File: config.mk
export PLATFORM = sky130hd
export DESIGN_NAME = packed_index_unpacker_unit
export DESIGN_NICKNAME = d
export VERILOG_FILES = /design/src/rtl/piu_pkg.sv /design/src/rtl/packed_index_unpacker_unit.sv
export VERILOG_INCLUDE_DIRS = /design/src /design/src/rtl
export SDC_FILE = /design/constraint.sdc
export NUM_CORES = 2
export LEC_CHECK = 0
export ABC_AREA = 1
export BUFFER_PORTS_ARGS = -buffer_cell sky130_fd_sc_hd__clkbuf_2
export CAP_MARGIN = 20
export CORE_MARGIN = 4
export CORE_UTILIZATION = 55
export DETAILED_ROUTE_END_ITERATION = 10
export GPL_ROUTABILITY_DRIVEN = 0
export GPL_TIMING_DRIVEN = 0
export PLACE_DENSITY = 0.74
export SYNTH_ARGS = -nofsm -noshare
export SYNTH_HDL_FRONTEND = slang
export SYNTH_SLANG_ARGS = --single-unit
File: constraint.sdc
create_clock -name clock -period 8.13 [get_ports clock]
set_input_delay 1.2195 -clock clock [delete_from_list [all_inputs] [get_ports clock]]
set_output_delay 1.2195 -clock clock [all_outputs]
set_load 0.02 [all_outputs]
File: src/rtl/assert_macros.svh
// Assertion macros shared by the RTL of the packed index unpacker.
// Relies on the house clock and reset names: clock, reset.
`ifndef ASSERT_MACROS_SVH
`define ASSERT_MACROS_SVH

`ifndef SYNTH
`define ASSERT_ALWAYS(lbl, expr) \
   lbl: assert property (@(posedge clock) disable iff (reset) (expr)) \
      else $error("invariant violated");
`define ASSERT_IMPLY(lbl, ante, cons) \
   lbl: assert property (@(posedge clock) disable iff (reset) (ante) |-> (cons)) \
      else $error("implication violated");
`else
`define ASSERT_ALWAYS(lbl, expr)
`define ASSERT_IMPLY(lbl, ante, cons)
`endif

`endif

File: src/rtl/piu_pkg.sv
// Types, codes and helper functions of the packed index unpacker.
// No dependencies; used by packed_index_unpacker_unit.
`default_nettype none

package piu_pkg;

   localparam int MAX_ENTRY_BITS = 16;
   localparam int WORD_BITS      = 64;
   localparam int CARRY_BITS     = MAX_ENTRY_BITS - 1;

   typedef struct packed {
      logic [7:0] data_byte;
      logic       final_byte;
   } req_data_type;

   typedef struct packed {
      logic [15:0] entry_value;
      logic        last_entry;
      logic [2:0]  error_code;
   } rsp_data_type;

   typedef enum logic [2:0] {
      ERR_NONE      = 3'd0,
      ERR_NO_DATA   = 3'd1,
      ERR_SHORT     = 3'd2,
      ERR_LONG      = 3'd3,
      ERR_PALETTE   = 3'd4,
      ERR_ZERO_SIZE = 3'd5
   } err_code_type;

   typedef enum logic [2:0] {
      CSR_PALETTE_SIZE = 3'd0,
      CSR_SIZE_X       = 3'd1,
      CSR_SIZE_Y       = 3'd2,
      CSR_SIZE_Z       = 3'd3,
      CSR_DATA_LENGTH  = 3'd4
   } csr_index_type;

   typedef enum logic [3:0] {
      ST_IDLE,
      ST_MUL_XY,
      ST_MUL_Z,
      ST_MUL_W,
      ST_JUDGE,
      ST_ERROR,
      ST_LOAD,
      ST_EMIT,
      ST_FINISH
   } state_type;

   // Entry width = bit length of (palette - 1); zero marks a palette out of range.
   function automatic logic [4:0] entry_width(input logic [16:0] palette);
      logic [16:0] span;
      logic [4:0]  w;
      span = palette - 17'd1;
      w    = '0;
      if (palette >= 17'd2 && palette <= 17'(1 << MAX_ENTRY_BITS)) begin
         for (int i = 0; i < MAX_ENTRY_BITS; i++) begin
            if (span[i]) w = 5'(i + 1);
         end
      end
      return w;
   endfunction

   function automatic logic [15:0] low_mask(input logic [4:0] n);
      logic [16:0] full;
      full = (17'd1 << n) - 17'd1;
      return (n >= 5'(MAX_ENTRY_BITS)) ? 16'hFFFF : full[15:0];
   endfunction

endpackage

`default_nettype wire

File: src/rtl/packed_index_unpacker_unit.sv
// Packed index unpacker: top level, sequencer, shared multiplier and shifter.
// Depends on piu_pkg and assert_macros.svh.
//
// Usage:
//  - Request channel (req_valid/req_stall/req_data) carries one packed byte per
//    request; 64-bit words arrive most significant byte first, final_byte marks
//    the last byte of an array. Entries are read LSB first as one bit stream.
//  - Result channel (rsp_valid/rsp_stall/rsp_data) gives one unpacked entry per
//    transfer, or a single error result (value zero, last_entry set).
//  - CSR port (csr_write_en/csr_index/csr_wdata) sets palette size, extents and
//    data length; any write to a listed register abandons an array in flight.
//  - Throughput: one request at a time. A byte that does not finish a word
//    goes through load and finish; one that finishes a word (or the array)
//    also goes through emit, one entry per cycle via the shared shifter while
//    the receiver does not stall. The first byte of an array first runs the
//    configuration check on the shared 30x10 multiplier (x*y, *z, *width,
//    compare), error or not. The byte, the word and each entry are registered.
//  - Reset: synchronous, active high; clears the stream state and restores the
//    register defaults (palette 2, extents 1, length 0).
//  - A stalled receiver freezes entry emission; the result register holds.
`default_nettype none
`include "assert_macros.svh"

module packed_index_unpacker_unit
   import piu_pkg::*;
(
   input  wire logic         clock,
   input  wire logic         reset,
   input  wire logic         req_valid,
   output      logic         req_stall,
   input  wire req_data_type req_data,
   output      logic         rsp_valid,
   input  wire logic         rsp_stall,
   output      rsp_data_type rsp_data,
   input  wire logic         csr_write_en,
   input  wire logic [2:0]   csr_index,
   input  wire logic [23:0]  csr_wdata
);

   // Configuration registers
   logic [16:0] palette_ff, palette_in;
   logic [9:0]  size_x_ff, size_x_in;
   logic [9:0]  size_y_ff, size_y_in;
   logic [9:0]  size_z_ff, size_z_in;
   logic [23:0] length_ff, length_in;

   // Sequencer and stream state
   state_type             state_ff, state_in;
   logic [63:0]           gather_ff, gather_in;
   logic [2:0]            slot_ff, slot_in;
   logic [CARRY_BITS-1:0] carry_bits_ff, carry_bits_in;
   logic [3:0]            carry_count_ff, carry_count_in;
   logic [29:0]           entries_ff, entries_in;
   logic                  checked_ff, checked_in;
   logic                  fault_ff, fault_in;

   // Working registers of the current request
   logic [7:0]  byte_ff, byte_in;
   logic        final_ff, final_in;
   logic [4:0]  width_ff, width_in;
   logic [29:0] vol_ff, vol_in;
   logic [39:0] prod_ff, prod_in;
   logic [6:0]  nbits_ff, nbits_in;
   logic [6:0]  wpos_ff, wpos_in;
   logic [2:0]  err_ff, err_in;

   // Result register
   logic         rsp_valid_ff, rsp_valid_in;
   rsp_data_type rsp_data_ff, rsp_data_in;

   // Shared multiplier operands
   logic [29:0] mul_a;
   logic [9:0]  mul_b;
   logic [39:0] mul_p;

   // Shared shift/extract unit
   logic [63:0] shifted;
   logic [15:0] field;
   logic [4:0]  need;
   logic [7:0]  have;
   logic [6:0]  rem;
   logic        more;
   logic [15:0] part;
   logic [15:0] value;
   logic [15:0] carry_add;

   // Check arithmetic
   logic [35:0] bits_avail;
   logic [35:0] bits_need;

   logic out_free;
   logic req_accept;

   assign req_stall  = (state_ff != ST_IDLE);
   assign req_accept = req_valid && !req_stall;
   assign out_free   = !rsp_valid_ff || !rsp_stall;
   assign rsp_valid  = rsp_valid_ff;
   assign rsp_data   = rsp_data_ff;

   always_comb begin
      shifted    = gather_ff >> wpos_ff;
      field      = shifted[15:0];
      need       = width_ff - {1'b0, carry_count_ff};
      rem        = nbits_ff - wpos_ff;
      have       = {1'b0, rem} + {4'b0, carry_count_ff};
      more       = (entries_ff < vol_ff) && (have >= {3'b0, width_ff});
      part       = field & low_mask(need);
      value      = ({1'b0, carry_bits_ff} | (part << carry_count_ff)) & low_mask(width_ff);
      carry_add  = (field & low_mask(rem[4:0])) << carry_count_ff;
      bits_avail = {9'b0, length_ff, 3'b000};
      bits_need  = {1'b0, prod_ff[34:0]};
   end

   always_comb begin
      case (state_ff)
         ST_MUL_XY: begin
            mul_a = {20'b0, size_x_ff};
            mul_b = size_y_ff;
         end
         ST_MUL_Z: begin
            mul_a = prod_ff[29:0];
            mul_b = size_z_ff;
         end
         ST_MUL_W: begin
            mul_a = prod_ff[29:0];
            mul_b = {5'b0, width_ff};
         end
         default: begin
            mul_a = '0;
            mul_b = '0;
         end
      endcase
      // full-width product: volume times width needs up to 34 bits
      mul_p = mul_a * mul_b;
   end

   always_comb begin
      // hold everything by default
      palette_in     = palette_ff;
      size_x_in      = size_x_ff;
      size_y_in      = size_y_ff;
      size_z_in      = size_z_ff;
      length_in      = length_ff;
      state_in       = state_ff;
      gather_in      = gather_ff;
      slot_in        = slot_ff;
      carry_bits_in  = carry_bits_ff;
      carry_count_in = carry_count_ff;
      entries_in     = entries_ff;
      checked_in     = checked_ff;
      fault_in       = fault_ff;
      byte_in        = byte_ff;
      final_in       = final_ff;
      width_in       = width_ff;
      vol_in         = vol_ff;
      prod_in        = prod_ff;
      nbits_in       = nbits_ff;
      wpos_in        = wpos_ff;
      err_in         = err_ff;
      rsp_valid_in   = rsp_valid_ff && rsp_stall;
      rsp_data_in    = rsp_data_ff;

      case (state_ff)
         ST_IDLE: begin
            if (req_accept) begin
               byte_in  = req_data.data_byte;
               final_in = req_data.final_byte;
               if (!checked_ff) begin
                  width_in = entry_width(palette_ff);
                  state_in = ST_MUL_XY;
               end else begin
                  state_in = ST_LOAD;
               end
            end
         end
         ST_MUL_XY: begin
            prod_in  = mul_p;
            state_in = ST_MUL_Z;
         end
         ST_MUL_Z: begin
            prod_in  = mul_p;
            state_in = ST_MUL_W;
         end
         ST_MUL_W: begin
            vol_in   = prod_ff[29:0];
            prod_in  = mul_p;
            state_in = ST_JUDGE;
         end
         ST_JUDGE: begin
            checked_in = 1'b1;
            if (width_ff == 5'd0) begin
               err_in = ERR_PALETTE;
            end else if (size_x_ff == 10'd0 || size_y_ff == 10'd0 || size_z_ff == 10'd0) begin
               err_in = ERR_ZERO_SIZE;
            end else if (length_ff == 24'd0) begin
               err_in = ERR_NO_DATA;
            end else if (bits_avail < bits_need) begin
               err_in = ERR_SHORT;
            end else if (bits_avail > bits_need + 36'(WORD_BITS)) begin
               err_in = ERR_LONG;
            end else begin
               err_in = ERR_NONE;
            end
            if (err_in != ERR_NONE) begin
               fault_in = 1'b1;
               state_in = ST_ERROR;
            end else begin
               state_in = ST_LOAD;
            end
         end
         ST_ERROR: begin
            if (out_free) begin
               rsp_valid_in            = 1'b1;
               rsp_data_in.entry_value = '0;
               rsp_data_in.last_entry  = 1'b1;
               rsp_data_in.error_code  = err_ff;
               state_in                = ST_FINISH;
            end
         end
         ST_LOAD: begin
            if (fault_ff) begin
               state_in = ST_FINISH;
            end else begin
               gather_in = {gather_ff[55:0], byte_ff};
               slot_in   = slot_ff + 3'd1;
               wpos_in   = '0;
               nbits_in  = {1'b0, slot_ff + 3'd1, 3'b000};
               if (slot_ff == 3'd7) begin
                  nbits_in = 7'(WORD_BITS);
                  state_in = ST_EMIT;
               end else if (final_ff) begin
                  state_in = ST_EMIT;
               end else begin
                  state_in = ST_FINISH;
               end
            end
         end
         ST_EMIT: begin
            if (more) begin
               if (out_free) begin
                  rsp_valid_in            = 1'b1;
                  rsp_data_in.entry_value = value;
                  rsp_data_in.last_entry  = (entries_ff + 30'd1 == vol_ff);
                  rsp_data_in.error_code  = ERR_NONE;
                  wpos_in                 = wpos_ff + {2'b0, need};
                  carry_bits_in           = '0;
                  carry_count_in          = '0;
                  entries_in              = entries_ff + 30'd1;
               end
            end else begin
               // keep the leftover bits for the next word
               if (entries_ff >= vol_ff) begin
                  carry_bits_in  = '0;
                  carry_count_in = '0;
               end else begin
                  carry_bits_in  = carry_bits_ff | carry_add[CARRY_BITS-1:0];
                  carry_count_in = carry_count_ff + rem[3:0];
               end
               state_in = ST_FINISH;
            end
         end
         ST_FINISH: begin
            if (slot_ff == 3'd0) gather_in = '0;
            if (final_ff) begin
               gather_in      = '0;
               slot_in        = '0;
               carry_bits_in  = '0;
               carry_count_in = '0;
               entries_in     = '0;
               checked_in     = 1'b0;
               fault_in       = 1'b0;
            end
            state_in = ST_IDLE;
         end
         default: begin
            state_in = ST_IDLE;
         end
      endcase

      // writes to the listed registers restart the stream
      if (csr_write_en) begin
         case (csr_index)
            CSR_PALETTE_SIZE: palette_in = csr_wdata[16:0];
            CSR_SIZE_X:       size_x_in  = csr_wdata[9:0];
            CSR_SIZE_Y:       size_y_in  = csr_wdata[9:0];
            CSR_SIZE_Z:       size_z_in  = csr_wdata[9:0];
            CSR_DATA_LENGTH:  length_in  = csr_wdata;
            default: ;
         endcase
         if (csr_index <= CSR_DATA_LENGTH) begin
            gather_in      = '0;
            slot_in        = '0;
            carry_bits_in  = '0;
            carry_count_in = '0;
            entries_in     = '0;
            checked_in     = 1'b0;
            fault_in       = 1'b0;
         end
      end
   end

   always_ff @(posedge clock) begin
      if (reset) begin
         palette_ff     <= 17'd2;
         size_x_ff      <= 10'd1;
         size_y_ff      <= 10'd1;
         size_z_ff      <= 10'd1;
         length_ff      <= '0;
         state_ff       <= ST_IDLE;
         gather_ff      <= '0;
         slot_ff        <= '0;
         carry_bits_ff  <= '0;
         carry_count_ff <= '0;
         entries_ff     <= '0;
         checked_ff     <= 1'b0;
         fault_ff       <= 1'b0;
         rsp_valid_ff   <= 1'b0;
      end else begin
         palette_ff     <= palette_in;
         size_x_ff      <= size_x_in;
         size_y_ff      <= size_y_in;
         size_z_ff      <= size_z_in;
         length_ff      <= length_in;
         state_ff       <= state_in;
         gather_ff      <= gather_in;
         slot_ff        <= slot_in;
         carry_bits_ff  <= carry_bits_in;
         carry_count_ff <= carry_count_in;
         entries_ff     <= entries_in;
         checked_ff     <= checked_in;
         fault_ff       <= fault_in;
         rsp_valid_ff   <= rsp_valid_in;
      end
   end

   always_ff @(posedge clock) begin
      byte_ff     <= byte_in;
      final_ff    <= final_in;
      width_ff    <= width_in;
      vol_ff      <= vol_in;
      prod_ff     <= prod_in;
      nbits_ff    <= nbits_in;
      wpos_ff     <= wpos_in;
      err_ff      <= err_in;
      rsp_data_ff <= rsp_data_in;
   end

   `ASSERT_IMPLY(a_carry_below_width, state_ff == ST_EMIT, carry_count_ff < width_ff)
   `ASSERT_IMPLY(a_entries_bounded, checked_ff && !fault_ff, entries_ff <= vol_ff)
   `ASSERT_IMPLY(a_fault_needs_check, fault_ff, checked_ff)
   `ASSERT_IMPLY(a_error_result_shape, rsp_valid_ff && rsp_data_ff.error_code != ERR_NONE, rsp_data_ff.last_entry && rsp_data_ff.entry_value == 16'd0)

endmodule

`default_nettype wire

==> metrics.cfg <==
[synth]
synth_nets = 5003
synth_seq_cells = 307
synth_area_per_cell_um2 = 6.95
synth_area_mm2 = 0.0318
synth_top_area_share_pct = 13.6
yosysMostFrequentCell = nand2_1
yosysUniqueCellTypes = 64
async_reset_ff_share_pct = 0
synth_top_area_cell = fa_1
syn_inst = 4578
synthFlopType = dfxtp_1
ys.warnings.count = 0
synth_edf_count = 113
synthTopCellsByArea = fa_1 14%, dfxtp_1 12%, nand2_1 12%
synth-seq-area-share_pct = 22.9
synth_common_cells = 996 x nand2_1, 630 x inv_1, 496 x nand3_1

[clocking]
cts-root-buf = clkbuf_16
clock_path_buffers = 3
htreeDepth = 2
clock-sinks = 307
cts_tree = done
clk_latency_ns = 0.59
clkTransAtPathRegs_ns = 0.06
cts_buffers = 37

[place]
dp_hpwl_mm = 81.3
portBuffers = 62

[grt]
grt_start_max_net_pins = 25
grt_pass1_vias = 30700
grt_pass1_wl_mm = 163
antenna_found_initial = 0
track_usage_pct = 32.2
overflow = 0

[worst_hold_path]
whs_path_depth = 0
hold_class = flip-flop to flip-flop
hp-start = prod_ff[3]

[die]
die-area_mm2 = 0.0618
die_w_um = 249
row_count = 87
initial_core_util_pct = 56.0
io_pins = 63
dieHeight_um = 249
core_area_mm2 = 0.0568

[power]
power.total_mw = 6.42
p_leak_nw = 16.3
powerDensity_mw_per_mm2 = 187
worst_ir_drop_vdd_uv = 138

[drt]
wl_met2_mm = 47.1
highest_layer = met4
wl_mm = 102
drt-vias-per-instance = 5.91
ant_nets = 0
wl_per_cell_um = 18.7
wl_met3_mm = 8.95
route.layer.met1.wl_mm = 39.8
firstDrtPassIters = 9
vias = 32300
drt-initial-drc-count = 3586
drc = 0

[critical_path]
worst-setup-path-type = flip-flop to flip-flop
cp-endpoint = prod_ff[34]
crit_fanout = 10
max_stage_delay_ns = 0.66
cpMostUsedCell = nand2_1
cp_slowest_cell = clkbuf_1
reg2reg_depth = 27
r2r-start = state_ff[2]
cp.required_ns = 8.41
critPathLaunch = state_ff[2]
crit_family = adder cells
r2r_slack_ns = 0.38
endpoint_kind = flip-flop
cp.buffers_inverters = 5
reg2reg_to = prod_ff[34]
crit_cells = 27
worst_setup_path_start_kind = flip-flop
critPathArrivalTime_ns = 8.04

[sta]
relSlewSlack_pct = 23.9
slew_violations = 0
fmax_mhz = 129
fin_crit_ns = 7.75
setup_viol = 0
clock_skew_ns = 0.0514
worst_pin_slew_ns = 1.14
hold_viol_final = 0
hold_slack_ns = 0.446
min_period_over_period_pct = 95.4
rsz0062_at_grt = true

[run]
maxCapViolCount = 0

[status]
status = finished, final reports clean

[layout]
syn_to_final_growth_pct = 8.00
fin_util_pct = 60.5
drive_above_1_share_pct = 5.62
antenna_cells = 0
fin_nets = 5110
num-fill-cells = 5414

## area by class of cell
class / instances / area, um^2 / area share [%]
buffer: 203 / 965 / 2.81
clock buffer: 55 / 1040 / 3.02
clock inverter: 13 / 150 / 0.437
inverter: 661 / 2480 / 7.22
multi-input combinational: 3407 / 21100 / 61.5
sequential: 307 / 7280 / 21.2
tap: 756 / 946 / 2.75
timing repair buffer: 68 / 394 / 1.15
## cells in the final DEF, fill, tap and decap left out, types with 28 or more instances in the layout
| cell type | count |
|---|---|
| nand4_1 | 55 |
| o21ai_0 | 277 |
| clkbuf_2 | 66 |
| clkbuf_16 | 37 |
| nand3_1 | 496 |
| nor4_1 | 28 |
| fa_1 | 217 |
| edfxtp_1 | 113 |
| ha_1 | 167 |
| a211oi_1 | 73 |
| xor2_1 | 106 |
| buf_2 | 35 |
| a21oi_1 | 255 |
| nor3_1 | 40 |
| dfxtp_1 | 194 |
| a31oi_1 | 45 |
| nor2_1 | 437 |
| inv_1 | 630 |
| clkbuf_1 | 126 |
| nand2_1 | 996 |
| o211ai_1 | 45 |
## state kept, by name, summed over array words and instances, names as in the netlist, 7 cells and up
| name | count |
|---|---|
| byte_ff | 8 |
| carry_bits_ff | 15 |
| entries_ff | 30 |
| gather_ff | 64 |
| length_ff | 24 |
| palette_ff | 17 |
| prod_ff | 35 |
| rsp_data | 20 |
| size_x_ff | 10 |
| size_y_ff | 10 |
| size_z_ff | 10 |
| vol_ff | 30 |
| wpos_ff | 7 |
## timing repair
item	in CTS	in global routing
setup endpoints to repair	0	3
gates resized for setup	0	8
buffers inserted	0	0
hold buffers	0	0
## layer usage
layer	vias up	track usage, %
li1	15300	-
met1	14900	41.3
met2	1749	53.1
met3	417	4.45
met4	0	17.3
met5	-	0
## stage by stage
step                worst slack (ns)  TNS (ns)  instances  instance area [um^2]
global route                 -0.0401   -0.0401       5470                 34400
detailed placement             0.359         0       5401                 33200
floorplan                     0.0371         0       4578                 31800
finish                         0.376         0       5470                 34400
CTS                            0.320         0       5469                 34400
global placement               -2.53    -56.16       5396                 33100
## worst reg2reg max path: stages, from the launching register on
cell      delay [ns]
dfxtp_1         0.35
nor2_2          0.19
nand2_1         0.24
nor2_2          0.46
nand2_1         0.11
nand2_1         0.44
clkbuf_1        0.67
nand2_1         0.16
fa_1            0.52
fa_1            0.57
inv_1           0.06
fa_1            0.50
fa_1            0.57
inv_1           0.07
fa_1            0.53
inv_1           0.04
ha_1            0.35
a21oi_1         0.14
a21boi_1        0.38
inv_1           0.11
nand3_1         0.08
nand3_1         0.16
nand2_1         0.11
nand2_1         0.09
a21oi_1         0.21
o21bai_1        0.09
a21oi_1         0.17
xor2_1          0.09
## worst min-delay path by stage
| stage | slack, ns | end |
|---|---|---|
| 2_1_floorplan | 0.42 | vol_ff[23] |
| 3_3_place_gp | 0.44 | vol_ff[3] |
| 3_5_place_dp | 0.43 | vol_ff[3] |
| 4_1_cts | 0.45 | vol_ff[3] |
| 5_1_grt | 0.46 | vol_ff[3] |
| 6_report | 0.45 | vol_ff[3] |
## kinds of logic (layout without fill, tap and decap cells)
group | after synthesis | in the layout | share of synthesized area (%)
buf+inv | 864 | 1000 | 10.8
xor+xnor | 130 | 130 | 3.62
flops | 307 | 307 | 22.9
fa+ha+maj | 384 | 384 | 20.2
simple gates | 2114 | 2114 | 28.5
mux | 1 | 1 | 0.0707
compound gates | 778 | 778 | 13.9
## power by group
group          internal [mW]  leakage, nW  switching, mW
clock network          0.931        0.573          0.703
logic                  0.777         13.1           1.89
registers               1.86         2.63          0.250
total                   3.57         16.3           2.84
Power figures use the tool's default switching activity.
